`config.mk`:
```
export PLATFORM = sky130hd
export DESIGN_NAME = mvea_result
export DESIGN_NICKNAME = d
export VERILOG_FILES = /design/src/design/modular_vector_element_alu_macros.svh /design/src/design/mvea_pkg.sv /design/src/design/mvea_result.sv
export SDC_FILE = /design/constraint.sdc
export NUM_CORES = 2
export LEC_CHECK = 0
export BUFFER_PORTS_ARGS = -buffer_cell sky130_fd_sc_hd__buf_2
export CORE_UTILIZATION = 30
export DETAILED_ROUTE_END_ITERATION = 6
export PLACE_DENSITY = 0.44
export SLEW_MARGIN = 15
export SYNTH_ARGS = -nofsm -noshare
export SYNTH_HDL_FRONTEND = slang
export SYNTH_SLANG_ARGS = --single-unit
```
`constraint.sdc`:
```
create_clock -name i_clk -period 11 [get_ports i_clk]
set_clock_uncertainty 0.05 [all_clocks]
set_input_delay 1.65 -clock i_clk [delete_from_list [all_inputs] [get_ports i_clk]]
set_output_delay 1.65 -clock i_clk [all_outputs]
set_load 0.005 [all_outputs]
```
`src/design/modular_vector_element_alu_macros.svh`:
```
// ----------------------------------------------------------------------------
// Modular vector element ALU assertion macros
// Wrappers for concurrent checks clocked on i_clk and disabled in reset.
// ----------------------------------------------------------------------------
`ifndef MODULAR_VECTOR_ELEMENT_ALU_MACROS_SVH
`define MODULAR_VECTOR_ELEMENT_ALU_MACROS_SVH

`ifndef SYNTHESIS
`define MVEA_ASSERT_IMP(lbl, pre, post) \
    lbl: assert property (@(posedge i_clk) disable iff (!i_rst_n) (pre) |-> (post)) \
        else $error("check failed in same cycle");
`define MVEA_ASSERT_NXT(lbl, pre, post) \
    lbl: assert property (@(posedge i_clk) disable iff (!i_rst_n) (pre) |=> (post)) \
        else $error("check failed in next cycle");
`else
`define MVEA_ASSERT_IMP(lbl, pre, post)
`define MVEA_ASSERT_NXT(lbl, pre, post)
`endif

`endif

```
`src/design/mvea_pkg.sv`:
```
// ----------------------------------------------------------------------------
// Modular vector element ALU package
// Operation codes, register indexes and the stage control type.
// ----------------------------------------------------------------------------
package mvea_pkg;

    typedef enum logic [2:0] {
        MODE_ADD  = 3'd0,
        MODE_SUB  = 3'd1,
        MODE_MUL  = 3'd2,
        MODE_MAC  = 3'd3,
        MODE_SWMD = 3'd4,
        MODE_MOD2 = 3'd5
    } t_mode;

    typedef logic [0:0] t_cfg_idx;

    localparam t_cfg_idx CFG_MODULUS     = 1'b0;
    localparam t_cfg_idx CFG_NEW_MODULUS = 1'b1;

    typedef struct packed {
        logic  vld;
        t_mode mode;
    } t_ctl;

endpackage

```
`src/design/mvea_result.sv`:
```
// ----------------------------------------------------------------------------
// Result stage
// Selects and finishes the result of each mode into the output register.
// ----------------------------------------------------------------------------
module mvea_result #(
    parameter int W = 60
) (
    input  logic            i_clk,
    input  logic            i_rst_n,
    input  logic            i_en,
    input  mvea_pkg::t_ctl  i_ctl,
    input  logic [W-1:0]    i_e,
    input  logic [W-1:0]    i_b,
    input  logic [W-1:0]    i_dred,
    input  logic [W-1:0]    i_prod,
    input  logic [W-1:0]    i_enq,
    input  logic [W-1:0]    i_d,
    input  logic [W-1:0]    i_q,
    input  logic [W-1:0]    i_nq,
    output logic            o_vld,
    output logic [W-1:0]    o_value
);
    import mvea_pkg::*;

    logic         r_vld;
    logic [W-1:0] r_value;
    logic [W-1:0] n_value;

    function automatic logic [W-1:0] add_mod(input logic [W-1:0] a, input logic [W-1:0] b,
                                              input logic [W-1:0] m);
        logic [W:0] s;
        s = {1'b0, a} + {1'b0, b};
        return (s >= {1'b0, m}) ? W'(s - {1'b0, m}) : s[W-1:0];
    endfunction

    function automatic logic [W-1:0] sub_mod(input logic [W-1:0] a, input logic [W-1:0] b,
                                              input logic [W-1:0] m);
        return (a >= b) ? (a - b) : (a + (m - b));
    endfunction

    always_comb begin
        logic         upper;
        upper = i_e > (i_q >> 1);
        case (i_ctl.mode)
            MODE_ADD:  n_value = add_mod(i_e, i_b, i_q);
            MODE_SUB:  n_value = sub_mod(i_e, i_b, i_q);
            MODE_MUL:  n_value = i_prod;
            MODE_MAC:  n_value = add_mod(i_e, i_prod, i_q);
            MODE_SWMD: begin
                if (i_nq > i_q) begin
                    n_value = upper ? (i_e + i_d) : i_e;
                end else begin
                    n_value = sub_mod(i_enq, upper ? i_dred : '0, i_nq);
                end
            end
            MODE_MOD2: n_value = {{(W-1){1'b0}}, i_e[0] ^ upper};
            default:   n_value = '0;
        endcase
    end

    always_ff @(posedge i_clk) begin
        if (!i_rst_n) begin
            r_vld <= 1'b0;
        end else if (i_en) begin
            r_vld <= i_ctl.vld;
        end
    end

    always_ff @(posedge i_clk) begin
        if (i_en) begin
            r_value <= n_value;
        end
    end

    assign o_vld   = r_vld;
    assign o_value = r_value;

endmodule

```
==> impl_metrics.json <==
{
  "status": "complete, no violations",
  "first_iter_violations": 5413,
  "dp_slack_ns": 0.5766,
  "ff2ff_setup_slack_ns": 10.36,
  "grt_pass1_vias": 50060,
  "swShare": 0.6122,
  "seq_area_frac_synth": 0.04017,
  "gp_congestion": 1.027,
  "first_pass_iters": 6,
  "setup_viol": 0,
  "ys_types": 91,
  "fmax_ghz": 0.09792,
  "criticalPathCategory": "input pin to flip-flop",
  "fin_crit_sh": 0.9284,
  "worst_pin_slew_ns": 1.239,
  "p_per_area_nw_per_um2": 122.0,
  "ys_top_cells_by_area": "ha_1, a21oi_1, inv_1",
  "async_reset_ff_frac": 0,
  "rows": 142,
  "critPathTopFamily": "compound AO/OA/AOI/OAI gates",
  "hold_viol": 0,
  "postLayoutCoreUtil": 0.3360,
  "combPwrFrac": 0.882,
  "synth_mux_area_frac": 0.02114,
  "drc": 0,
  "critical_path_buf_inv_count": 4,
  "min_period_ns": 10.21,
  "ant_nets": 0,
  "internal_power_uw": 2383,
  "ys.flop_type": "edfxtp_1",
  "initial_core_util": 0.3024,
  "die_h_um": 390.8,
  "hold_buffers": 0,
  "gr-total-overflow": 0,
  "cp.required_ns": 11.13,
  "pwr-share-clk": 0.059,
  "critPathLaunchType": "input pin",
  "die_area_um2": 152700,
  "hp-class": "flip-flop to flip-flop",
  "fin_ws_ns": 0.7871,
  "synth_top_family_by_area": "compound AO/OA/AOI/OAI gates",
  "antenna_found_initial": 45,
  "cts-root-buf": "clkbuf_16",
  "rsz0062_at_grt": "no",
  "syn_area_um2": 45350,
  "synth_cells": 6663,
  "syn_avg_cell_area_um2": 6.806,
  "synth_edf_count": 60,
  "cts_setup_buffers": 0,
  "slew_headroom": 0.1693,
  "ir_drop_uv": 110.2,
  "clock-sinks": 61,
  "path_common_cell": "a21oi_1",
  "avgRoutedWirePerCell_um": 29.25,
  "grt_usage": 0.3324,
  "vias": 53330,
  "synth_simple_gate_area_share": 0.1881,
  "holdWs_ns": 0.4716,
  "syn_nets": 7933,
  "critPathMaxFanout": 12,
  "path_clk_slew_ns": 0.07,
  "clockBufferDepth": 2,
  "dp_hpwl_mm": 230.8,
  "cts_buffers": 9,
  "slowest_delay_ns": 0.73,
  "leakage_uw": 0.02410,
  "synth.top_cell.area_share": 0.1816,
  "synth_compound_area_frac": 0.3283,
  "htree_levels": 3,
  "drive_gt1_frac": 0.1007,
  "switchingPower_uw": 3762,
  "grt_pass1_wl_mm": 363.9,
  "synth-xor-area-share": 0.09425,
  "ys_ff_latch": 61,
  "ys_warn_count": 0,
  "p_seq_frac": 0.059,
  "die_w_um": 390.8,
  "viasPerCell": 5.906,
  "core_area_um2": 150000,
  "fin_nets": 8257,
  "maxCapViolCount": 0,
  "drv_slew": 0,
  "syn_to_final_growth_pct": 11.10,
  "synth_top_area_cell": "ha_1",
  "synth-adder-area-share": 0.2367,
  "slowest_stage": "or4b_2",
  "io_pins": 548,
  "tritoncts": "done",
  "cp-end-kind": "flip-flop",
  "cts-resized-gates": 0,
  "clock_latency_ns": 0.43,
  "arrival_ns": 10.35,
  "drt-total-wl_mm": 264.1,
  "tns_ns": 0,
  "grt_max_degree": 69,
  "portBuffers": 547
}
worst min-delay path, stage by stage, from the launching register on:
cell and delay, ns:
dfxtp_1 0.33, mux2i_1 0.07, nor2b_1 0.09
power by group through the flow:
stage	Clock (uW)	Combinational (uW)	Sequential, uW
3_3_place_gp	0	5300	368
2_1_floorplan	0	3460	341
4_1_cts	370	5270	361
5_1_grt	365	5810	360
6_report	361	5420	361
3_5_place_dp	0	5240	365
placed cells by master, fill, tap and decap left out, drive strengths merged, types with 25 or more instances in the layout:
cell type / synthesis / final
inv: 774 / 774
a21oi: 742 / 742
ha: 658 / 658
nand2: 629 / 629
buf: 58 / 620
nor2: 476 / 476
o21ai: 437 / 437
xnor2: 325 / 325
a21o: 242 / 242
xor2: 163 / 163
nand4: 156 / 156
nand3: 125 / 125
fa: 125 / 125
o21bai: 123 / 123
a211oi: 116 / 116
nor3: 100 / 100
mux2i: 89 / 89
a31oi: 84 / 84
o211ai: 78 / 78
o31ai: 68 / 68
edfxtp: 60 / 60
o21a: 58 / 58
nor2b: 51 / 51
nor4: 47 / 47
and3: 45 / 45
nand2b: 44 / 44
o22ai: 34 / 34
o221ai: 33 / 33
or3: 33 / 33
and2: 33 / 33
a211o: 32 / 32
a21boi: 31 / 31
a22oi: 29 / 29
a221oi: 25 / 25
state kept, by name, indices dropped and copies added (netlist names):
name     cells
o_vld        1
o_value     60
Yosys cell counts, types with 17 or more instances:
cell and instances:
inv_1 774, a21oi_1 740, ha_1 658, nand2_1 628, nor2_1 476, o21ai_0 428
xnor2_1 325, clkbuf_1 249, a21o_1 242, xor2_1 163, nand4_1 155, fa_1 125
nand3_1 125, o21bai_1 123, a211oi_1 114, nor3_1 99, mux2i_1 89, a31oi_1 83
o211ai_1 78, o31ai_1 68, edfxtp_1 60, o21a_1 58, nor2b_1 51, nor4_1 47
and3_1 45, nand2b_1 44, o22ai_1 34, o221ai_1 33, or3_1 33, a211o_1 32
and2_1 32, a21boi_0 31, a22oi_1 29, a221oi_1 25, buf_1 25, buf_2 24
and4_1 23, a2111oi_0 22, a41oi_1 17, or2_2 17
stage by stage:
stage	std cells	cell area, um2	power, uW
finish	9029	50380	6145
global route	9015	50350	6533
CTS	9008	50330	6002
detailed placement	8992	50020	5606
global placement	8992	50020	5663
floorplan	6663	45350	3799
kinds of logic after synthesis:
| logic type | Yosys count |
|---|---|
| xor+xnor | 488 |
| flops | 61 |
| compound gates | 2330 |
| simple gates | 1824 |
| buf+inv | 1082 |
| fa+ha+maj | 783 |
| mux | 95 |
metal layers:
metal  track usage  vias up  wire length (um)
li1              -    24660                 -
met1        0.4907    25910            124100
met2        0.4842     2407            107800
met3       0.03934      327             21440
met4        0.1267       28             10670
met5             0        -               193
worst paths after layout:
kind                           start                    end  cells after the start
hold reg to reg   o_vld$_SDFFE_PN0P_     o_vld$_SDFFE_PN0P_                      2
setup / recovery             i_e[11]  o_value[35]$_DFFE_PP_                     27
hold / removal    o_vld$_SDFFE_PN0P_     o_vld$_SDFFE_PN0P_                      2
setup reg to reg  o_vld$_SDFFE_PN0P_     o_vld$_SDFFE_PN0P_                      2
cell type report:
| type | instances | area, um2 |
|---|---|---|
| inverters | 775 | 2909 |
| clock inverters | 5 | 58.81 |
| clock buffers | 11 | 252.7 |
| fillers | 16760 | 99570 |
| well taps | 2016 | 2522 |
| repair buffers | 620 | 3313 |
| flip-flops and latches | 61 | 1822 |
| multi-input cells | 5520 | 39450 |
| diodes | 21 | 52.55 |
Note: power is estimated with default switching activity, not from simulation.
